`src/design/ambmg_pkg.sv`:
```
package ambmg_pkg;

    localparam int LOG_SLOTS   = 16;
    localparam int MIN_SPAN    = 6;
    localparam int HALF_SPAN   = MIN_SPAN / 2;
    localparam int SPAN_CLAMP  = 99;
    localparam int RECIP_TEN   = 205;
    localparam int RECIP_SHIFT = 11;

    localparam int VAL_W   = 10;
    localparam int X_W     = 8;
    localparam int Y_W     = 8;
    localparam int H_W     = 7;
    localparam int KIND_W  = 2;
    localparam int COLX_W  = 9;
    localparam int ROW_W   = 9;
    localparam int DIGIT_W = 4;
    localparam int CLAMP_W = 7;
    localparam int BOT_W   = VAL_W + 2;
    localparam int DIFF_W  = VAL_W + 1;

    localparam int IDX_W = (LOG_SLOTS > 1) ? $clog2(LOG_SLOTS) : 1;
    localparam int CNT_W = $clog2(LOG_SLOTS + 1);

    localparam int DIV_NUM_W = H_W + DIFF_W;
    localparam int DIV_DEN_W = VAL_W;

    localparam int QUEUE_DEPTH = 2;
    localparam int QPTR_W      = (QUEUE_DEPTH > 1) ? $clog2(QUEUE_DEPTH) : 1;
    localparam int QCNT_W      = $clog2(QUEUE_DEPTH + 1);

    localparam int APB_AW = 4;
    localparam int APB_DW = 32;

    localparam logic [1:0] REG_ORIGIN_X       = 2'd0;
    localparam logic [1:0] REG_ORIGIN_Y       = 2'd1;
    localparam logic [1:0] REG_DIAGRAM_HEIGHT = 2'd2;

    localparam logic [X_W-1:0] ORIGIN_X_RESET = 8'd56;
    localparam logic [Y_W-1:0] ORIGIN_Y_RESET = 8'd0;
    localparam logic [H_W-1:0] HEIGHT_RESET   = 7'd6;

    localparam logic [KIND_W-1:0] KIND_COLUMN = 2'd0;
    localparam logic [KIND_W-1:0] KIND_DIGITS = 2'd1;
    localparam logic [KIND_W-1:0] KIND_NONE   = 2'd2;

    typedef struct packed {
        logic [VAL_W-1:0] low;
        logic [VAL_W-1:0] high;
        logic             empty;
        logic             last;
        logic             store;
        logic [IDX_W-1:0] idx;
        logic [CNT_W-1:0] count;
    } t_cmd;

    typedef struct packed {
        logic [VAL_W-1:0] low;
        logic [VAL_W-1:0] high;
        logic             empty;
    } t_slot;

    typedef struct packed {
        logic [X_W-1:0] origin_x;
        logic [Y_W-1:0] origin_y;
        logic [H_W-1:0] diagram_height;
    } t_cfg;

    typedef struct packed {
        logic [KIND_W-1:0]  result_kind;
        logic [COLX_W-1:0]  column_x;
        logic [ROW_W-1:0]   row_top;
        logic [ROW_W-1:0]   row_bottom;
        logic               column_drawn;
        logic [DIGIT_W-1:0] span_tens;
        logic               tens_shown;
        logic [DIGIT_W-1:0] span_ones;
        logic               last_result;
    } t_result;

    typedef enum logic [3:0] {
        BK_IDLE,
        BK_SETUP,
        BK_READ,
        BK_COL_LO,
        BK_WAIT_LO,
        BK_COL_HI,
        BK_WAIT_HI,
        BK_EMIT,
        BK_DIGITS,
        BK_NONE
    } t_back_state;

endpackage

```
`src/design/ambmg_if.sv`:
```
interface ambmg_in_if import ambmg_pkg::*; ();
    logic             valid;
    logic             ready;
    logic [VAL_W-1:0] slot_low;
    logic [VAL_W-1:0] slot_high;
    logic             slot_empty;
    logic             last_slot;

    modport source (output valid, slot_low, slot_high, slot_empty, last_slot, input ready);
    modport sink   (input valid, slot_low, slot_high, slot_empty, last_slot, output ready);
endinterface

interface ambmg_out_if import ambmg_pkg::*; ();
    logic               valid;
    logic               ready;
    logic [KIND_W-1:0]  result_kind;
    logic [COLX_W-1:0]  column_x;
    logic [ROW_W-1:0]   row_top;
    logic [ROW_W-1:0]   row_bottom;
    logic               column_drawn;
    logic [DIGIT_W-1:0] span_tens;
    logic               tens_shown;
    logic [DIGIT_W-1:0] span_ones;
    logic               last_result;

    modport source (output valid, result_kind, column_x, row_top, row_bottom, column_drawn,
                    span_tens, tens_shown, span_ones, last_result, input ready);
    modport sink   (input valid, result_kind, column_x, row_top, row_bottom, column_drawn,
                    span_tens, tens_shown, span_ones, last_result, output ready);
endinterface

```
`src/design/ambmg_front.sv`:
```
module ambmg_front import ambmg_pkg::*; (
    input  logic       i_clk,
    input  logic       i_rst_n,
    ambmg_in_if.sink   i_in,
    output logic       o_push,
    output t_cmd       o_cmd,
    input  logic       i_push_ready
);

    logic [CNT_W-1:0] r_cnt;
    logic             w_swap;
    logic             w_store;

    assign i_in.ready = i_push_ready;
    assign o_push     = i_in.valid;

    assign w_swap  = i_in.slot_low > i_in.slot_high;
    assign w_store = r_cnt < CNT_W'(LOG_SLOTS);

    always_comb begin
        o_cmd.low   = w_swap ? i_in.slot_high : i_in.slot_low;
        o_cmd.high  = w_swap ? i_in.slot_low : i_in.slot_high;
        o_cmd.empty = i_in.slot_empty;
        o_cmd.last  = i_in.last_slot;
        o_cmd.store = w_store;
        o_cmd.idx   = r_cnt[IDX_W-1:0];
        o_cmd.count = w_store ? r_cnt + CNT_W'(1) : r_cnt;
    end

    // slot counter restarts after the word that ends the log
    always_ff @(posedge i_clk) begin
        if (!i_rst_n) begin
            r_cnt <= '0;
        end else if (i_in.valid && i_push_ready) begin
            r_cnt <= i_in.last_slot ? '0 : o_cmd.count;
        end
    end

endmodule

```
`src/design/ambmg_fifo.sv`:
```
module ambmg_fifo import ambmg_pkg::*; (
    input  logic i_clk,
    input  logic i_rst_n,
    input  logic i_push,
    input  t_cmd i_cmd,
    output logic o_push_ready,
    output logic o_pop_valid,
    output t_cmd o_cmd,
    input  logic i_pop
);

    t_cmd              r_mem [QUEUE_DEPTH];
    logic [QPTR_W-1:0] r_wptr;
    logic [QPTR_W-1:0] r_rptr;
    logic [QCNT_W-1:0] r_fill;
    logic              w_do_push;
    logic              w_do_pop;

    assign o_push_ready = r_fill != QCNT_W'(QUEUE_DEPTH);
    assign o_pop_valid  = r_fill != '0;
    assign o_cmd        = r_mem[r_rptr];
    assign w_do_push    = i_push && o_push_ready;
    assign w_do_pop     = i_pop && o_pop_valid;

    always_ff @(posedge i_clk) begin
        if (!i_rst_n) begin
            r_wptr <= '0;
            r_rptr <= '0;
            r_fill <= '0;
        end else begin
            if (w_do_push) begin
                r_wptr <= (r_wptr == QPTR_W'(QUEUE_DEPTH - 1)) ? '0 : r_wptr + QPTR_W'(1);
            end
            if (w_do_pop) begin
                r_rptr <= (r_rptr == QPTR_W'(QUEUE_DEPTH - 1)) ? '0 : r_rptr + QPTR_W'(1);
            end
            if (w_do_push && !w_do_pop) begin
                r_fill <= r_fill + QCNT_W'(1);
            end else if (w_do_pop && !w_do_push) begin
                r_fill <= r_fill - QCNT_W'(1);
            end
        end
    end

    always_ff @(posedge i_clk) begin
        if (w_do_push) begin
            r_mem[r_wptr] <= i_cmd;
        end
    end

endmodule

```
`src/design/ambmg_div.sv`:
```
module ambmg_div import ambmg_pkg::*; (
    input  logic                 i_clk,
    input  logic                 i_rst_n,
    input  logic                 i_start,
    input  logic [DIV_NUM_W-1:0] i_num,
    input  logic [DIV_DEN_W-1:0] i_den,
    output logic                 o_done,
    output logic [DIV_NUM_W-1:0] o_quot
);

    localparam int STEP_W = $clog2(DIV_NUM_W + 1);

    logic                 r_busy;
    logic                 r_done;
    logic [STEP_W-1:0]    r_step;
    logic [DIV_NUM_W-1:0] r_num;
    logic [DIV_DEN_W-1:0] r_rem;
    logic [DIV_DEN_W-1:0] r_den;
    logic [DIV_DEN_W:0]   w_trial;
    logic [DIV_DEN_W:0]   w_diff;
    logic                 w_ge;

    // restoring division, one quotient bit a cycle
    assign w_trial = {r_rem, r_num[DIV_NUM_W-1]};
    assign w_ge    = w_trial >= {1'b0, r_den};
    assign w_diff  = w_trial - {1'b0, r_den};
    assign o_done  = r_done;
    assign o_quot  = r_num;

    always_ff @(posedge i_clk) begin
        if (!i_rst_n) begin
            r_busy <= 1'b0;
            r_done <= 1'b0;
            r_step <= '0;
        end else begin
            r_done <= 1'b0;
            if (i_start) begin
                r_busy <= 1'b1;
                r_step <= STEP_W'(DIV_NUM_W);
            end else if (r_busy) begin
                r_step <= r_step - STEP_W'(1);
                if (r_step == STEP_W'(1)) begin
                    r_busy <= 1'b0;
                    r_done <= 1'b1;
                end
            end
        end
    end

    always_ff @(posedge i_clk) begin
        if (i_start) begin
            r_num <= i_num;
            r_rem <= '0;
            r_den <= i_den;
        end else if (r_busy) begin
            r_num <= {r_num[DIV_NUM_W-2:0], w_ge};
            r_rem <= w_ge ? w_diff[DIV_DEN_W-1:0] : w_trial[DIV_DEN_W-1:0];
        end
    end

endmodule

```
`src/design/ambmg_back.sv`:
```
module ambmg_back import ambmg_pkg::*; (
    input  logic        i_clk,
    input  logic        i_rst_n,
    input  t_cfg        i_cfg,
    input  logic        i_q_valid,
    input  t_cmd        i_q_cmd,
    output logic        o_q_ready,
    ambmg_out_if.source o_out
);

    t_back_state              r_state;
    t_back_state              n_state;

    t_slot                    r_mem [LOG_SLOTS];
    t_slot                    r_rd;

    logic [VAL_W-1:0]         r_low;
    logic [VAL_W-1:0]         r_high;
    logic                     r_any;
    logic [CNT_W-1:0]         r_count;
    logic [CNT_W-1:0]         r_idx;

    logic signed [BOT_W-1:0]  r_bottom;
    logic [DIV_DEN_W-1:0]     r_den;
    logic [H_W-1:0]           r_hm1;
    logic [ROW_W-1:0]         r_base;
    logic [CLAMP_W-1:0]       r_span_c;
    logic [H_W-1:0]           r_jl;
    logic [H_W-1:0]           r_jh;

    logic                     r_out_valid;
    t_result                  r_out;

    logic                     w_pop;
    logic                     w_take;
    logic                     w_setup;
    logic                     w_div_start;
    logic                     w_div_sel_hi;
    logic                     w_lat_lo;
    logic                     w_lat_hi;
    logic                     w_load_col;
    logic                     w_load_dig;
    logic                     w_load_none;
    logic                     w_out_free;
    logic                     w_last_col;

    logic [VAL_W-1:0]         w_span;
    logic [VAL_W-1:0]         w_mid;
    logic                     w_wide;
    logic [H_W-1:0]           w_hm1;
    logic [VAL_W-1:0]         w_level_v;
    logic signed [BOT_W-1:0]  w_diff;
    logic [DIFF_W-1:0]        w_dpos;
    logic [DIV_NUM_W-1:0]     w_num;
    logic                     w_div_done;
    logic [DIV_NUM_W-1:0]     w_quot;
    logic [H_W-1:0]           w_lvl;
    logic [2*CLAMP_W:0]       w_tens_prod;
    logic [DIGIT_W-1:0]       w_tens;
    logic [DIGIT_W-1:0]       w_ones;
    logic                     w_shown;

    assign w_out_free = !r_out_valid || o_out.ready;
    assign w_take     = w_pop && i_q_valid;
    assign w_last_col = (r_idx + CNT_W'(1)) == r_count;
    assign o_q_ready  = w_pop;

    always_comb begin
        n_state = r_state;
        case (r_state)
            BK_IDLE: begin
                if (i_q_valid && i_q_cmd.last) n_state = BK_SETUP;
            end
            BK_SETUP: begin
                n_state = r_any ? BK_READ : BK_NONE;
            end
            BK_READ: begin
                n_state = BK_COL_LO;
            end
            BK_COL_LO: begin
                n_state = r_rd.empty ? BK_EMIT : BK_WAIT_LO;
            end
            BK_WAIT_LO: begin
                if (w_div_done) n_state = BK_COL_HI;
            end
            BK_COL_HI: begin
                n_state = BK_WAIT_HI;
            end
            BK_WAIT_HI: begin
                if (w_div_done) n_state = BK_EMIT;
            end
            BK_EMIT: begin
                if (w_out_free) n_state = w_last_col ? BK_DIGITS : BK_READ;
            end
            BK_DIGITS: begin
                if (w_out_free) n_state = BK_IDLE;
            end
            BK_NONE: begin
                if (w_out_free) n_state = BK_IDLE;
            end
            default: begin
                n_state = BK_IDLE;
            end
        endcase
    end

    always_comb begin
        w_pop        = 1'b0;
        w_setup      = 1'b0;
        w_div_start  = 1'b0;
        w_div_sel_hi = 1'b0;
        w_lat_lo     = 1'b0;
        w_lat_hi     = 1'b0;
        w_load_col   = 1'b0;
        w_load_dig   = 1'b0;
        w_load_none  = 1'b0;
        case (r_state)
            BK_IDLE:    w_pop = 1'b1;
            BK_SETUP:   w_setup = 1'b1;
            BK_COL_LO:  w_div_start = !r_rd.empty;
            BK_WAIT_LO: w_lat_lo = w_div_done;
            BK_COL_HI: begin
                w_div_start  = 1'b1;
                w_div_sel_hi = 1'b1;
            end
            BK_WAIT_HI: w_lat_hi = w_div_done;
            BK_EMIT:    w_load_col = w_out_free;
            BK_DIGITS:  w_load_dig = w_out_free;
            BK_NONE:    w_load_none = w_out_free;
            default: ;
        endcase
    end

    always_ff @(posedge i_clk) begin
        if (!i_rst_n) begin
            r_state <= BK_IDLE;
        end else begin
            r_state <= n_state;
        end
    end

    // slot store
    always_ff @(posedge i_clk) begin
        if (w_take && i_q_cmd.store) begin
            r_mem[i_q_cmd.idx] <= '{low: i_q_cmd.low, high: i_q_cmd.high,
                                    empty: i_q_cmd.empty};
        end
        r_rd <= r_mem[r_idx[IDX_W-1:0]];
    end

    // running extremes over slots with data
    always_ff @(posedge i_clk) begin
        if (!i_rst_n) begin
            r_low  <= '1;
            r_high <= '0;
            r_any  <= 1'b0;
        end else if (w_load_dig || w_load_none) begin
            r_low  <= '1;
            r_high <= '0;
            r_any  <= 1'b0;
        end else if (w_take && i_q_cmd.store && !i_q_cmd.empty) begin
            if (i_q_cmd.high > r_high) r_high <= i_q_cmd.high;
            if (i_q_cmd.low < r_low) r_low <= i_q_cmd.low;
            r_any <= 1'b1;
        end
    end

    always_ff @(posedge i_clk) begin
        if (!i_rst_n) begin
            r_count <= '0;
            r_idx   <= '0;
        end else begin
            if (w_take && i_q_cmd.last) r_count <= i_q_cmd.count;
            if (w_setup) begin
                r_idx <= '0;
            end else if (w_load_col) begin
                r_idx <= r_idx + CNT_W'(1);
            end
        end
    end

    // vertical scale
    assign w_span = r_high - r_low;
    assign w_mid  = VAL_W'(({1'b0, r_high} + {1'b0, r_low}) >> 1);
    assign w_wide = w_span > VAL_W'(MIN_SPAN);
    assign w_hm1  = (i_cfg.diagram_height == '0) ? '0 : i_cfg.diagram_height - H_W'(1);

    always_ff @(posedge i_clk) begin
        if (w_setup) begin
            if (w_wide) begin
                r_bottom <= $signed({2'b00, r_low});
                r_den    <= w_span;
            end else begin
                r_bottom <= $signed({2'b00, w_mid}) - $signed(BOT_W'(HALF_SPAN));
                r_den    <= DIV_DEN_W'(2 * HALF_SPAN);
            end
            r_hm1    <= w_hm1;
            r_base   <= ROW_W'(i_cfg.origin_y) + ROW_W'(w_hm1);
            r_span_c <= (w_span > VAL_W'(SPAN_CLAMP)) ? CLAMP_W'(SPAN_CLAMP)
                                                      : w_span[CLAMP_W-1:0];
        end
    end

    // level of one reading: hm1 * (v - bottom) / den, clamped to [0, hm1]
    assign w_level_v = w_div_sel_hi ? r_rd.high : r_rd.low;
    assign w_diff    = $signed({2'b00, w_level_v}) - r_bottom;
    assign w_dpos    = w_diff[BOT_W-1] ? '0 : w_diff[DIFF_W-1:0];
    assign w_num     = DIV_NUM_W'(r_hm1) * DIV_NUM_W'(w_dpos);
    assign w_lvl     = (w_quot > DIV_NUM_W'(r_hm1)) ? r_hm1 : w_quot[H_W-1:0];

    ambmg_div u_div (
        .i_clk   (i_clk),
        .i_rst_n (i_rst_n),
        .i_start (w_div_start),
        .i_num   (w_num),
        .i_den   (r_den),
        .o_done  (w_div_done),
        .o_quot  (w_quot)
    );

    always_ff @(posedge i_clk) begin
        if (w_lat_lo) r_jl <= w_lvl;
        if (w_lat_hi) r_jh <= w_lvl;
    end

    // span digits, tens by reciprocal multiply
    assign w_tens_prod = (2*CLAMP_W+1)'(r_span_c) * (2*CLAMP_W+1)'(RECIP_TEN);
    assign w_tens      = DIGIT_W'(w_tens_prod >> RECIP_SHIFT);
    assign w_ones      = DIGIT_W'(r_span_c - CLAMP_W'(w_tens) * CLAMP_W'(10));
    assign w_shown     = r_span_c > CLAMP_W'(9);

    always_ff @(posedge i_clk) begin
        if (!i_rst_n) begin
            r_out_valid <= 1'b0;
        end else if (w_load_col || w_load_dig || w_load_none) begin
            r_out_valid <= 1'b1;
        end else if (o_out.ready) begin
            r_out_valid <= 1'b0;
        end
    end

    always_ff @(posedge i_clk) begin
        if (w_load_col) begin
            r_out              <= '0;
            r_out.result_kind  <= KIND_COLUMN;
            r_out.column_x     <= COLX_W'(i_cfg.origin_x) + COLX_W'(r_idx);
            r_out.column_drawn <= !r_rd.empty;
            r_out.row_top      <= r_rd.empty ? '0 : r_base - ROW_W'(r_jh);
            r_out.row_bottom   <= r_rd.empty ? '0 : r_base - ROW_W'(r_jl);
        end else if (w_load_dig) begin
            r_out             <= '0;
            r_out.result_kind <= KIND_DIGITS;
            r_out.span_tens   <= w_shown ? w_tens : '0;
            r_out.tens_shown  <= w_shown;
            r_out.span_ones   <= w_ones;
            r_out.last_result <= 1'b1;
        end else if (w_load_none) begin
            r_out             <= '0;
            r_out.result_kind <= KIND_NONE;
            r_out.last_result <= 1'b1;
        end
    end

    assign o_out.valid        = r_out_valid;
    assign o_out.result_kind  = r_out.result_kind;
    assign o_out.column_x     = r_out.column_x;
    assign o_out.row_top      = r_out.row_top;
    assign o_out.row_bottom   = r_out.row_bottom;
    assign o_out.column_drawn = r_out.column_drawn;
    assign o_out.span_tens    = r_out.span_tens;
    assign o_out.tens_shown   = r_out.tens_shown;
    assign o_out.span_ones    = r_out.span_ones;
    assign o_out.last_result  = r_out.last_result;

endmodule

```
`src/design/autoscaled_minmax_bar_graph.sv`:
```
// Min/max bar graph with automatic vertical scale.
// i_in takes one log slot per word (low, high, empty mark, last mark); a
// two-word queue sits between the loader and the renderer, so slots are
// taken one per cycle while the queue has room.
// The word with last_slot set starts rendering: one column word on o_out
// per loaded slot, then one word with the span digits and last_result set,
// or a single no-data word with last_result set when no slot had data.
// Rendering once the last slot leaves the queue: a setup step, then per
// drawn column two 18-step serial divisions for the bottom and top levels,
// per empty column no division, and last the digit word.
// The APB port (psel/penable/pwrite/paddr/pwdata, pready tied high) holds
// origin_x at 0x0, origin_y at 0x4 and diagram_height at 0x8; write them
// only while no log is being loaded or rendered.
// Reset sets the registers to 56, 0 and 6 and clears the running extremes
// and slot counter; the slot store holds no defined data until loaded.
// When o_out is stalled the result stays in the output register, the
// renderer waits, and once the queue is full i_in.ready drops.
module autoscaled_minmax_bar_graph import ambmg_pkg::*; (
    input  logic              i_clk,
    input  logic              i_rst_n,
    ambmg_in_if.sink          i_in,
    ambmg_out_if.source       o_out,
    input  logic              psel,
    input  logic              penable,
    input  logic              pwrite,
    input  logic [APB_AW-1:0] paddr,
    input  logic [APB_DW-1:0] pwdata,
    output logic [APB_DW-1:0] prdata,
    output logic              pready
);

    logic [X_W-1:0] r_origin_x;
    logic [Y_W-1:0] r_origin_y;
    logic [H_W-1:0] r_height;
    logic [1:0]     w_reg_idx;
    logic           w_wr;
    t_cfg           w_cfg;

    logic           w_push;
    logic           w_push_ready;
    t_cmd           w_push_cmd;
    logic           w_q_valid;
    logic           w_q_ready;
    t_cmd           w_q_cmd;

    assign pready    = 1'b1;
    assign w_reg_idx = paddr[3:2];
    assign w_wr      = psel && penable && pwrite;

    always_ff @(posedge i_clk) begin
        if (!i_rst_n) begin
            r_origin_x <= ORIGIN_X_RESET;
            r_origin_y <= ORIGIN_Y_RESET;
            r_height   <= HEIGHT_RESET;
        end else if (w_wr) begin
            case (w_reg_idx)
                REG_ORIGIN_X:       r_origin_x <= pwdata[X_W-1:0];
                REG_ORIGIN_Y:       r_origin_y <= pwdata[Y_W-1:0];
                REG_DIAGRAM_HEIGHT: r_height   <= pwdata[H_W-1:0];
                default: ;
            endcase
        end
    end

    always_comb begin
        case (w_reg_idx)
            REG_ORIGIN_X:       prdata = APB_DW'(r_origin_x);
            REG_ORIGIN_Y:       prdata = APB_DW'(r_origin_y);
            REG_DIAGRAM_HEIGHT: prdata = APB_DW'(r_height);
            default:            prdata = '0;
        endcase
    end

    assign w_cfg = '{origin_x: r_origin_x, origin_y: r_origin_y, diagram_height: r_height};

    ambmg_front u_front (
        .i_clk        (i_clk),
        .i_rst_n      (i_rst_n),
        .i_in         (i_in),
        .o_push       (w_push),
        .o_cmd        (w_push_cmd),
        .i_push_ready (w_push_ready)
    );

    ambmg_fifo u_fifo (
        .i_clk        (i_clk),
        .i_rst_n      (i_rst_n),
        .i_push       (w_push),
        .i_cmd        (w_push_cmd),
        .o_push_ready (w_push_ready),
        .o_pop_valid  (w_q_valid),
        .o_cmd        (w_q_cmd),
        .i_pop        (w_q_ready)
    );

    ambmg_back u_back (
        .i_clk     (i_clk),
        .i_rst_n   (i_rst_n),
        .i_cfg     (w_cfg),
        .i_q_valid (w_q_valid),
        .i_q_cmd   (w_q_cmd),
        .o_q_ready (w_q_ready),
        .o_out     (o_out)
    );

    // an accepted word that is not popped leaves the queue non-empty
    a_queue_holds: assert property (@(posedge i_clk) disable iff (!i_rst_n)
        (i_in.valid && i_in.ready && !(w_q_valid && w_q_ready)) |=> w_q_valid)
        else $error("queue lost an accepted word");

    // only the digit or no-data word closes a run
    a_last_kind: assert property (@(posedge i_clk) disable iff (!i_rst_n)
        o_out.valid |-> (o_out.last_result == (o_out.result_kind != KIND_COLUMN)))
        else $error("last_result does not match result kind");

    // a stalled result word holds its value until taken
    a_out_hold: assert property (@(posedge i_clk) disable iff (!i_rst_n)
        (o_out.valid && !o_out.ready) |=> (o_out.valid && $stable(o_out.result_kind)
            && $stable(o_out.column_x) && $stable(o_out.row_top)
            && $stable(o_out.row_bottom) && $stable(o_out.span_ones)))
        else $error("stalled result word changed");

endmodule
```
`src/flat_wrapper.sv`:
```
// flat-port wrapper written by rule: the top's interface ports become plain ports
module autoscaled_minmax_bar_graph_flat import ambmg_pkg::*;
  (i_clk, i_rst_n, psel, penable, pwrite, paddr, pwdata, prdata, pready, i_in_valid, i_in_slot_low, i_in_slot_high, i_in_slot_empty, i_in_last_slot, i_in_ready, o_out_valid, o_out_result_kind, o_out_column_x, o_out_row_top, o_out_row_bottom, o_out_column_drawn, o_out_span_tens, o_out_tens_shown, o_out_span_ones, o_out_last_result, o_out_ready);
  ambmg_in_if i_in_i ();
  ambmg_out_if o_out_i ();
  input  logic i_clk;
  input  logic i_rst_n;
  input  logic psel;
  input  logic penable;
  input  logic pwrite;
  input  logic [APB_AW-1:0] paddr;
  input  logic [APB_DW-1:0] pwdata;
  output logic [APB_DW-1:0] prdata;
  output logic pready;
  input wire logic [$bits(i_in_i.valid)-1:0] i_in_valid;
  input wire logic [$bits(i_in_i.slot_low)-1:0] i_in_slot_low;
  input wire logic [$bits(i_in_i.slot_high)-1:0] i_in_slot_high;
  input wire logic [$bits(i_in_i.slot_empty)-1:0] i_in_slot_empty;
  input wire logic [$bits(i_in_i.last_slot)-1:0] i_in_last_slot;
  output wire logic [$bits(i_in_i.ready)-1:0] i_in_ready;
  output wire logic [$bits(o_out_i.valid)-1:0] o_out_valid;
  output wire logic [$bits(o_out_i.result_kind)-1:0] o_out_result_kind;
  output wire logic [$bits(o_out_i.column_x)-1:0] o_out_column_x;
  output wire logic [$bits(o_out_i.row_top)-1:0] o_out_row_top;
  output wire logic [$bits(o_out_i.row_bottom)-1:0] o_out_row_bottom;
  output wire logic [$bits(o_out_i.column_drawn)-1:0] o_out_column_drawn;
  output wire logic [$bits(o_out_i.span_tens)-1:0] o_out_span_tens;
  output wire logic [$bits(o_out_i.tens_shown)-1:0] o_out_tens_shown;
  output wire logic [$bits(o_out_i.span_ones)-1:0] o_out_span_ones;
  output wire logic [$bits(o_out_i.last_result)-1:0] o_out_last_result;
  input wire logic [$bits(o_out_i.ready)-1:0] o_out_ready;
  assign i_in_i.valid = i_in_valid;
  assign i_in_i.slot_low = i_in_slot_low;
  assign i_in_i.slot_high = i_in_slot_high;
  assign i_in_i.slot_empty = i_in_slot_empty;
  assign i_in_i.last_slot = i_in_last_slot;
  assign i_in_ready = i_in_i.ready;
  assign o_out_valid = o_out_i.valid;
  assign o_out_result_kind = o_out_i.result_kind;
  assign o_out_column_x = o_out_i.column_x;
  assign o_out_row_top = o_out_i.row_top;
  assign o_out_row_bottom = o_out_i.row_bottom;
  assign o_out_column_drawn = o_out_i.column_drawn;
  assign o_out_span_tens = o_out_i.span_tens;
  assign o_out_tens_shown = o_out_i.tens_shown;
  assign o_out_span_ones = o_out_i.span_ones;
  assign o_out_last_result = o_out_i.last_result;
  assign o_out_i.ready = o_out_ready;
  autoscaled_minmax_bar_graph u_core (.i_clk(i_clk), .i_rst_n(i_rst_n), .i_in(i_in_i), .o_out(o_out_i), .psel(psel), .penable(penable), .pwrite(pwrite), .paddr(paddr), .pwdata(pwdata), .prdata(prdata), .pready(pready));
endmodule
```
`config.mk`:
```
export PLATFORM = sky130hd
export DESIGN_NAME = autoscaled_minmax_bar_graph_flat
export DESIGN_NICKNAME = d
export VERILOG_FILES = /design/src/design/ambmg_pkg.sv /design/src/design/ambmg_if.sv /design/src/design/ambmg_front.sv /design/src/design/ambmg_fifo.sv /design/src/design/ambmg_div.sv /design/src/design/ambmg_back.sv /design/src/design/autoscaled_minmax_bar_graph.sv /design/src/flat_wrapper.sv
export SDC_FILE = /design/constraint.sdc
export NUM_CORES = 1
export LEC_CHECK = 0
export ABC_AREA = 1
export BUFFER_PORTS_ARGS = -buffer_cell sky130_fd_sc_hd__buf_4
export CORE_MARGIN = 4
export CORE_UTILIZATION = 31
export DETAILED_ROUTE_END_ITERATION = 8
export GPL_ROUTABILITY_DRIVEN = 0
export GPL_TIMING_DRIVEN = 1
export PLACE_DENSITY = 0.45
export SLEW_MARGIN = 20
export SYNTH_ARGS = -nofsm -noshare
export SYNTH_HDL_FRONTEND = slang
export SYNTH_HIERARCHICAL = 1
export SYNTH_SLANG_ARGS = --single-unit
```
`constraint.sdc`:
```
create_clock -name i_clk -period 16.9 [get_ports i_clk]
set_input_delay 1.69 -clock i_clk [delete_from_list [all_inputs] [get_ports i_clk]]
set_output_delay 1.69 -clock i_clk [all_outputs]
set_load 0.01 [all_outputs]
```
Word-level counts from Yosys, hierarchy flattened
Memories as Yosys holds them, arrays and structs flattened. A register that Yosys moved wholly into a read port is not among the register bits.
Cells that the tools add are included.
W data, S select, Z words.
- flip-flop bits (word level): 211
- bits in writable memories: 400
- input port bits: 65
- output and inout bits: 75
- word-level logic and storage cells: 187
- memories kept: 2
- add/sub/neg operators: 18
- $mul: 3
- order comparisons: 9
- equality and inequality tests: 19
- multiplexer cells: 55
- bitwise logic cells: 2
- reductions and logical operators: 40
- memories (memory ; words ; bits a word ; read ports ; clocked after Yosys merged registers in ; write ports ; line ; text):
    u_core.u_back.r_mem ; 16 ; 21 ; 1 ; 1 ; 1 ; ambmg_back.sv:14 ; t_slot r_mem [LOG_SLOTS];
    u_core.u_fifo.r_mem ; 2 ; 32 ; 1 ; 1 ; 1 ; ambmg_fifo.sv:12 ; t_cmd r_mem [QUEUE_DEPTH];
- operators with widths (cell ; count):
    $mux W39 ; 2
    $mux W10 ; 5
    $mux W38 ; 1
    $mux W18 ; 2
    $pmux W4 S9 ; 1
    $mux W4 ; 8
    $pmux W8 S3 ; 1
    $mux W1 ; 22
    $gt A10 B10 Y1 ; 2
    $mux W5 ; 4
    $sub A10 B10 Y10 ; 2
    $gt A18 B7 Y1 ; 1
    $mul A7 B11 Y18 ; 1
    $mux W9 ; 2
    $sub A9 B7 Y9 ; 2
    $eq A4 B3 Y1 const B ; 4
    $mul A7 B8 Y15 const B ; 1
    $mux W7 ; 2
    $sub A11 B11 Y12 ; 1
    $add A10 B10 Y11 ; 1
    $ge A11 B10 Y1 ; 1
    $mux W11 ; 1
    $sub A10 B2 Y11 const B ; 1
    $add A5 B1 Y5 const B ; 2
    other kinds (38) ; 76

Longest topological paths before layout
Gate-level depths: netlist of the first run.
- depth in word-level cells: 7
- mapped depth: 37
- depth with buffers taken out: 36

Cells and area by module
The synthesis of the first run kept the hierarchy.
- modules (own cells, without submodules) (module ; instances ; cells an instance ; area an instance (um^2) ; seq. area each (um^2)):
    ambmg_back ; 1 ; 2483 ; 25683.4 ; 14053.5
    ambmg_fifo ; 1 ; 137 ; 2708.8 ; 2021.9
    ambmg_div ; 1 ; 315 ; 2603.7 ; 1181.1
    autoscaled_minmax_bar_graph ; 1 ; 198 ; 1333.8 ; 460.4
    ambmg_front ; 1 ; 163 ; 1006.0 ; 100.1

Worst setup path after synthesis of the first run
Ideal clock, no wire load.
- kind: reg-to-reg
- start: register u_core.u_back.r_state[3]
- end: register u_core.u_back.u_div.r_num[12] (netlist: u_core/u_back/u_div/o_quot[12]), data pin
- library setup time: 0.253 ns
- arrival: 6.149 ns
- required time: 16.647 ns
- setup slack: 10.499 ns
- stages on the path, launching flop included: 32
- path buffers: 1
- clock period less this slack: 6.401 ns
- cells stage by stage: dfxtp_1 inv_1 nand2_1 inv_1 nand2_1 clkbuf_1 mux2_2 ha_1 a21oi_1 o21ai_0 nand2_1 nand4_1 a21oi_2 inv_2 nand3_1 nor2_1 fa_1 fa_1 fa_1 inv_1 fa_1 inv_1 ha_1 a21oi_1 o21ai_0 a21oi_1 o21ai_0 nand3_1 nand2_1 xor2_1 nand2_1 nand2_1
- word-level cells in the longest chain between the ends: 7
- elaborated cells on any way between the ends: 9
- classes of those cells: add/sub (1); mul (1); eq/ne (2); mux (5)
- RTL lines (element ; line ; text):
    start, declared ; ambmg_back.sv:11 ; t_back_state r_state;
    start signal, assigned ; ambmg_back.sv:138 ; r_state <= n_state;
    $eq A4 B3 Y1 ; ambmg_back.sv:117 ; case (r_state)
    $mux W1 ; ambmg_back.sv:117 ;
    $mux W10 ; ambmg_back.sv:205 ; assign w_level_v = w_div_sel_hi ? r_rd.high : r_rd.low;
    $sub A11 B11 Y12 ; ambmg_back.sv:206 ; assign w_diff = $signed({2'b00, w_level_v}) - r_bottom;
    $mux W11 ; ambmg_back.sv:207 ; assign w_dpos = w_diff[BOT_W-1] ? '0 : w_diff[DIFF_W-1:0];
    $mul A7 B11 Y18 ; ambmg_back.sv:208 ; assign w_num = DIV_NUM_W'(r_hm1) * DIV_NUM_W'(w_dpos);
    named net u_core.u_back.w_num[12] ; ambmg_back.sv:54 ; logic [DIV_NUM_W-1:0] w_num;
    $mux W18 ; ambmg_div.sv:51 ; if (i_start) begin
    end signal, assigned ; ambmg_div.sv:52 ; r_num <= i_num;
    end signal, assigned ; ambmg_div.sv:56 ; r_num <= {r_num[DIV_NUM_W-2:0], w_ge};
    end, declared ; ambmg_div.sv:16 ; logic [DIV_NUM_W-1:0] r_num;
The timed path passes the listed nets, and every way through them passes these cells.
A chain may end at the register's enable or synchronous reset.

Final worst setup path of the first run
- start: register u_core.u_back.r_state[0]
- end: register u_core.u_back.u_div.r_num[12] (netlist: u_core/u_back/u_div/o_quot[12]), data pin
The elaborated chain is that of the path after synthesis.

==> summary.md, run 1 <==
| Metric | Value |
|---|---|
| Status | complete, no violations |
| Largest net degree at the start of global routing | approximately 80 |
| P_int | approximately 4.5 mW |
| Worst-path fanout max | 12 |
| Flop and latch count out of synthesis | roughly 630 |
| Total Nets Final | 3684 |
| DRT iter0 DRCs | between 1000 and 1500 |
| Pwr per Cell Area | 216 nW/um2 |
| CP top delay family | adder cells |
| Die area | 113000 um2 |
| First-pass GRT wire length | ~140 mm |
| Final setup margin | between 9 and 10 ns |
| CTS Buf Count | 76 |
| FILL cells | roughly 11000 |
| Remaining routing DRC violations | 0 |
| Max clock buf depth | 3 |
| 1st-pass router iterations | 5 |
| H-Tree Depth | 3 |
| Reg-to-reg endpoint | u_core/u_back/u_div/o_quot[12]$_DFFE_PP_ |
| WL per Instance | approximately 19 um |
| Post-route ant nets | 0 |
| Critical Path Max Stage Delay | around 0.55 ns |
| Worst Path Arrival | between 8 and 9 ns |
| Clk root buf | clkbuf_16 |
| Cell variety after synth | 70 |
| I/O Pins | 140 |
| Clk_skew | 0.0364 ns |
| Clock transition at the registers of the reported paths | 0.06 ns |
| Routed vias | ~23000 |
| Peak VDD IR | approximately 0.00024 V |
| Max-cap violations | 0 |
| Initial antenna violation count | 3 |
| R2R Setup Slk | just over 9 ns |
| Async set-reset flop share out of synthesis | 0% |
| Finished Cell Area | between 30000 and 40000 um2 |
| Worst R2R Start | u_core/u_back/r_state[0]$_SDFFE_PN0P_ |
| Switching Fraction | 44.3% |
| Post-Syn Instances | 3296 |
| Top cell by count, worst path | inv_1 |
| Port Buffers | 88 |
| Overall Global Routing Usage | 15.8% |
| Post-synth EDFFs | between 500 and 600 |
| Critical path's slowest cell | fa_1 |
| Setup Total Neg Slack | 0 ns |
| Worst-Skew Late Latency | ~0.64 ns |
| Final Cycle Share | between 40 and 50% |
| Grt ovf | 0 |
| CTS tree | yes |
| Critical path data required time | around 17 ns |
| Width of the die | roughly 340 um |
| Final HPWL DP | 60.4 mm |
| Area grow syn2layout | 13.2% |
| PostCTS Resize Cnt | 0 |
| Starting Density | a little under a third |
| # placed instances | 4696 |
| Util after Layout | 35.3% |
| Final Power | roughly 8.1 mW |
| Commonest cells after routing, fill and taps aside | 550 x nand2_1, 514 x edfxtp_1, 375 x nor2_1, 357 x inv_1, 258 x o21ai_0 |
| CP Class | flip-flop to flip-flop |
| Ys flop type | edfxtp_1 |
| Buffers and inverters on the worst path | 5 |
| Slew Viols, Final | 0 |
| Slew @ Worst Pin | between 1 and 1.5 ns |
| Share of post-route cells with drive strength above 1 | roughly an eighth |
| Core area | around 110000 um2 |
| Sequential Power Share | about a quarter |
| Top cells by area, synth | edfxtp_1 46%, dfxtp_1 7.1%, ha_1 7.0% |
| Psw | 3.60 mW |
| DIE HEIGHT | about 340 um |
| Vias in the first global route | around 23000 |
| Dpl ws | about 9.2 ns |
| Vias/cell | 4.75 |
| Post-CTS Setup Inserts | 0 |
| Post-CTS Hold Fix Bufs | 0 |
| Worst setup SP type | flip-flop |
| Max Clk Rate | about 0.13 GHz |
| Clock power share | roughly a fifth |
| Total Routed Length | 89.9 mm |
| Comb power frac | between 50% and 60% |
| Yosys warns | 6 |
| Worst reg2reg path depth | 29 |
| Worst hold slack | 0.440 ns |
| Antenna Diode Count | 0 |
| CP Capture Type | flip-flop |
| Final Setup Violations | 0 |
| Worst Hold Launch | u_core/u_back/r_den[6]$_SDFFCE_PN0N_ |
| Number of cells on the critical path | 29 |
| Post-Syn Area | approximately 33000 um2 |
| Rows | between 100 and 150 |
| Post-synth top area cell | edfxtp_1 |
| Lkg Pwr | between 15 and 20 nW |
| Hold EP | u_core/u_back/u_div/r_den[6]$_DFFE_PP_ |
| Commonest non-fill, non-tap cell in the layout | nand2_1 |
| Relative slew slack | around 30% |
| Worst Hold Depth | 0 |
| Placed cell area | roughly 35000 um2 |
| Finished Layout Cells | around 4800 |
| Mean Syn Cell Area | 10.1 um2 |
| Register area share after synthesis | 53.4% |
| Hold Vio Cnt, Final | 0 |
| # clock sinks | between 600 and 700 |
| Min Tclk post-route | 7.66 ns |
| Worst hold path type | flip-flop to flip-flop |
| Yosys top cell area share | a little under half |
| Unrepaired setup endpoints after global routing | no |
-- flip-flops by register name, indices dropped and copies added (netlist names), 7 cells and up, named ones only --
signal	flops
u_core/r_height	7
u_core/r_origin_x	8
u_core/r_origin_y	8
u_core/u_back/o_out.column_x	9
u_core/u_back/o_out.row_bottom	9
u_core/u_back/o_out.row_top	9
u_core/u_back/r_base	9
u_core/u_back/r_bottom	11
u_core/u_back/r_den	10
u_core/u_back/r_high	10
u_core/u_back/r_hm1	7
u_core/u_back/r_jh	7
u_core/u_back/r_jl	7
u_core/u_back/r_low	10
u_core/u_back/r_mem	336
u_core/u_back/r_rd	21
u_core/u_back/r_span_c	7
u_core/u_back/u_div/o_quot	18
u_core/u_back/u_div/r_den	10
u_core/u_back/u_div/r_rem	10
u_core/u_fifo/r_mem	64
-- power by group through the flow --
| stage | logic, mW | registers (mW) | clock network (mW) |
|---|---|---|---|
| 6_report | 4.41 | 2.15 | 1.57 |
| 5_1_grt | 5.13 | 2.17 | 1.69 |
| 4_1_cts | 4.48 | 2.16 | 1.62 |
| 3_5_place_dp | 4.44 | 2.19 | 0 |
| 3_3_place_gp | 4.45 | 2.19 | 0 |
| 2_1_floorplan | 3.36 | 2.14 | 0 |
-- cell usage after synthesis (all sizes together) (2+ instances only) --
cell,number
nand2,584
edfxtp,514
nor2,410
inv,372
o21ai,267
ha,187
nand3,178
a21oi,139
dfxtp,119
buf,75
clkbuf,73
fa,61
o221ai,60
mux2,40
xor2,36
o211ai,34
o22ai,25
nand4,21
nor3,17
or2,12
xnor2,11
nand3b,7
nor4,6
o21a,5
clkinv,4
o21bai,4
a211oi,3
a21boi,3
a21o,3
a22o,3
and3,3
o31ai,3
a221oi,2
a31oi,2
a32o,2
conb,2
o2111ai,2
-- cell type report --
class,instances,area (um2),share of cell area (%)
inverters,376,1410,3.75
flip-flops and latches,633,17800,47.2
clock inverters,32,299,0.793
repair buffers,122,916,2.43
clock buffers,108,2130,5.65
well taps,1403,1760,4.65
multi-input cells,2162,13400,35.5
-- layer usage --
metal  share of wire (%)  vias to the layer above  track usage [%]
met5                   0                        -                0
met4                 2.2                        0             4.17
met2                  46                      383             26.1
met3                 3.5                      107             2.01
li1                    -                    11400                -
met1                  48                    11079             22.1
-- worst register-to-register path, delay by kind of cell (launching register included) --
| kind | cells | cell delay [ns] |
|---|---|---|
| adders and majority gates | 6 | 2.76 |
| and+or+nand+nor | 11 | 2.01 |
| AOI/OAI and AO/OA | 5 | 0.96 |
| muxes | 1 | 0.54 |
| DFF | 1 | 0.51 |
| buffers and inverters | 5 | 0.49 |
| xor gates and xnor gates | 1 | 0.14 |
-- how the worst max path moves through the flow --
stage	start	endpoint	slack, ns
after floorplan	u_core/u_back/r_state[3]$_SDFFE_PN0P_	u_core/u_back/u_div/o_quot[12]$_DFFE_PP_	10.50
after global placement	u_core/u_back/r_state[0]$_SDFFE_PN0P_	u_core/u_back/u_div/o_quot[12]$_DFFE_PP_	9.13
after detailed placement	u_core/u_back/r_state[0]$_SDFFE_PN0P_	u_core/u_back/u_div/o_quot[12]$_DFFE_PP_	9.21
after CTS	u_core/u_back/r_state[0]$_SDFFE_PN0P_	u_core/u_back/u_div/o_quot[12]$_DFFE_PP_	9.14
after global routing	u_core/u_back/r_state[0]$_SDFFE_PN0P_	u_core/u_back/u_div/o_quot[12]$_DFFE_PP_	8.55
final	u_core/u_back/r_state[0]$_SDFFE_PN0P_	u_core/u_back/u_div/o_quot[12]$_DFFE_PP_	9.24
-- logic make-up (layout without fill, tap and decap cells) --
family | after synthesis | after routing | share of synthesized area, %
compound gates | 562 | 562 | 9.92
xor+xnor | 47 | 47 | 1.28
fa+ha+maj | 248 | 248 | 10.7
buf+inv | 524 | 638 | 6.88
flops | 633 | 633 | 53.4
mux | 41 | 41 | 1.72
other cells | 2 | 25 | 0.0225
simple gates | 1239 | 1239 | 16.0
Power figures use the tool's default switching activity.
==> inputs of run 2 (changes only) <==
==> constraint.sdc (replaced) <==
create_clock -name i_clk -period 7.2 [get_ports i_clk]
set_input_delay 0.72 -clock i_clk [delete_from_list [all_inputs] [get_ports i_clk]]
set_output_delay 0.72 -clock i_clk [all_outputs]
set_load 0.01 [all_outputs]
==> run 2 against run 1 <==
  * Clock power rose to 2.5 times the previous value
  * Largest power group unchanged
  * Total power up 140%
  * Register-to-register slack worse by 8.7 ns
  * Flip-flop and latch count unchanged
  * Clock skew down 0.011 ns
==> summary.md, run 2 (synthesized netlist as in run 1, its figures left out) <==
| Metric | Value |
|---|---|
| Port Buffers | 88 (unchanged) |
| Unrepaired setup endpoints after global routing | no |
| Overall Global Routing Usage | 15.8% (-0.030 points) |
| Commonest non-fill, non-tap cell in the layout | nand2_1 |
| Grt ovf | 0 (unchanged) |
| Met3 Usage GRT | 2.66% (+0.65 points) |
| Top Usage Layer GRT | met2 |
| Max clock buf depth | 3 (unchanged) |
| Total Routed Length | 90.2 mm (+0.27%) |
| CTS Buf Count | 75 (-1.3%) |
| Vias in the first global route | 22373 (-1.2%) |
| Remaining routing DRC violations | 0 (unchanged) |
| Setup Total Neg Slack | 0 ns (unchanged) |
| Initial antenna violation count | 4 (+1) |
| Finished Layout Cells | 4845 (+0.19%) |
| Commonest cells after routing, fill and taps aside | 549 x nand2_1, 514 x edfxtp_1, 374 x nor2_1, 357 x inv_1, 258 x o21ai_0 |
| Most flop-heavy register | u_core/u_back/r_mem |
| Clk root buf | clkbuf_16 |
| Largest net degree at the start of global routing | 71 (-10%) |
| Post-route ant nets | 0 (unchanged) |
| # placed instances | 4703 (+0.15%) |
| Area grow syn2layout | 13.9% |
| Pwr per Cell Area | 509 nW/um2 (+140%) |
| First-pass GRT wire length | 136 mm (-0.47%) |
| Final Power | 19.3 mW (+140%) |
| Worst hold slack | 0.267 ns (-0.174 ns) |
| Die area | 113000 um2 (unchanged) |
| CTS tree | yes |
| Min Tclk post-route | 6.65 ns (-1.01 ns) |
| Placed cell area | 35300 um2 (+0.15%) |
| Clock transition at the registers of the reported paths | 0.06 ns (about the same) |
| Worst-Skew Late Latency | 0.64 ns (about the same) |
| Final HPWL DP | 60.2 mm (-0.34%) |
| Critical Path Max Stage Delay | 0.54 ns (about the same) |
| Worst Path Arrival | 7.03 ns (-0.99 ns) |
| Width of the die | 336 um (unchanged) |
| Worst-path fanout max | 7 (-5) |
| Worst R2R Start | u_core/u_back/r_state[3]$_SDFFE_PN0P_ |
| Top cell by count, worst path | nand2_1 |
| Util after Layout | 35.5% (+0.22 points) |
| Relative slew slack | 26.8% (-3.3 points) |
| CP Capture Type | flip-flop |
| Routed vias | 23115 (+0.64%) |
| Worst Hold Depth | 1 (+1) |
| Slew Viols, Final | 0 (unchanged) |
| 1st-pass router iterations | 8 (+3) |
| Worst Hold Launch | i_in_slot_empty |
| Core area | 107000 um2 (unchanged) |
| Final Cycle Share | 92.4% (+47 points) |
| Post-CTS Setup Inserts | 0 (unchanged) |
| DIE HEIGHT | 336 um (unchanged) |
| Met2 Use GR | 25.7% (-0.38 points) |
| Critical path data required time | 7.58 ns (-9.68 ns) |
| Vias/cell | 4.77 (+0.45%) |
| CP top delay family | adder cells |
| Largest regs | u_core/u_back/r_mem (336), u_core/u_fifo/r_mem (64), u_core/u_back/r_rd (21) |
| Worst hold path type | input pin to flip-flop |
| Finished Cell Area | 38000 um2 (+0.62%) |
| H-Tree Depth | 3 (unchanged) |
| Slew @ Worst Pin | 1.09 ns (+0.0469 ns) |
| Max Clk Rate | 0.150 GHz (+15%) |
| GR met1 Demand/Resource | 22.0% (-0.10 points) |
| Rows | 120 (unchanged) |
| Max FFs per register | 336 (unchanged) |
| Total Nets Final | 3690 (+0.16%) |
| Share of post-route cells with drive strength above 1 | 12.3% (+0.42 points) |
| Final setup margin | 0.545 ns (-8.69 ns) |
| Worst setup SP type | flip-flop |
| Worst reg2reg path depth | 29 (unchanged) |
| Max-cap violations | 0 (unchanged) |
| DRT iter0 DRCs | 1542 (+11%) |
| Starting Density | 31.2% (unchanged) |
| Status | complete, no violations |
| CP Class | flip-flop to flip-flop |
| Clk_skew | 0.0257 ns (-0.0107 ns) |
| Lkg Pwr | 15.5 nW (+0.72%) |
| Hold EP | u_core/u_fifo/r_mem[0][11]$_DFFE_PP_ |
| Hold Vio Cnt, Final | 0 (unchanged) |
| # clock sinks | 633 (unchanged) |
| Reg-to-reg endpoint | u_core/u_back/u_div/o_quot[12]$_DFFE_PP_ |
| Dpl ws | 0.348 ns (-8.87 ns) |
| R2R Setup Slk | 0.55 ns (-8.69 ns) |
| Buffers and inverters on the worst path | 4 (-1) |
| Final Setup Violations | 0 (unchanged) |
| WL per Instance | 18.6 um (about the same) |
| Critical path's slowest cell | fa_1 |
| I/O Pins | 140 (unchanged) |
| Peak VDD IR | 0.000566 V (+130%) |
==> run 2: cell count changes in the layout (fill, tap and decap cells not counted), sizes merged <==
cell and delta:
buf +7, bufinv +5, clkbuf -2, clkinv -7, diode +3, inv +3
==> run 2: worst max path at each step <==
stage	from	end	slack [ns]	cells after the start
floorplan	u_core/u_back/r_state[3]$_SDFFE_PN0P_	u_core/u_back/u_div/o_quot[12]$_DFFE_PP_	0.80	31
global placement	u_core/u_back/r_state[3]$_SDFFE_PN0P_	u_core/u_back/u_div/o_quot[12]$_DFFE_PP_	0.40	31
detailed placement	u_core/u_back/r_state[3]$_SDFFE_PN0P_	u_core/u_back/u_div/o_quot[12]$_DFFE_PP_	0.35	31
CTS	u_core/u_back/r_state[3]$_SDFFE_PN0P_	u_core/u_back/u_div/o_quot[12]$_DFFE_PP_	0.31	31
global route	u_core/u_back/r_state[3]$_SDFFE_PN0P_	u_core/u_back/u_div/o_quot[12]$_DFFE_PP_	0.1	31
finish	u_core/u_back/r_state[3]$_SDFFE_PN0P_	u_core/u_back/u_div/o_quot[12]$_DFFE_PP_	0.55	29
==> run 2: routing by layer <==
metal	up-vias	wire length [um]
met3	111	4630
met4	0	1640
met5	-	0
li1	11399	-
met1	11099	42200
met2	506	41700
==> run 2: cell type report <==
class | count | area, um2
fillers | 10800 | 68900
flip-flops and latches | 633 | 17800
multi-input cells | 2162 | 13400
clock buffers | 106 | 2150
well taps | 1403 | 1760
inverters | 376 | 1410
repair buffers | 129 | 968
clock inverters | 33 | 442
diodes | 3 | 7.51
==> run 2: repair_timing <==
action	CTS	global route
endpoints found under the setup margin	0	4
hold buffers	0	0
gates resized for setup	0	5
==> run 2: where the power goes <==
group          internal [mW]  leakage, nW  switching (mW)  total (mW)
registers               4.79         5.65           0.267        5.05
clock network           2.36         1.26            1.57        3.93
logic                   3.72         8.59            6.63        10.4
total                   10.9         15.5            8.47        19.3
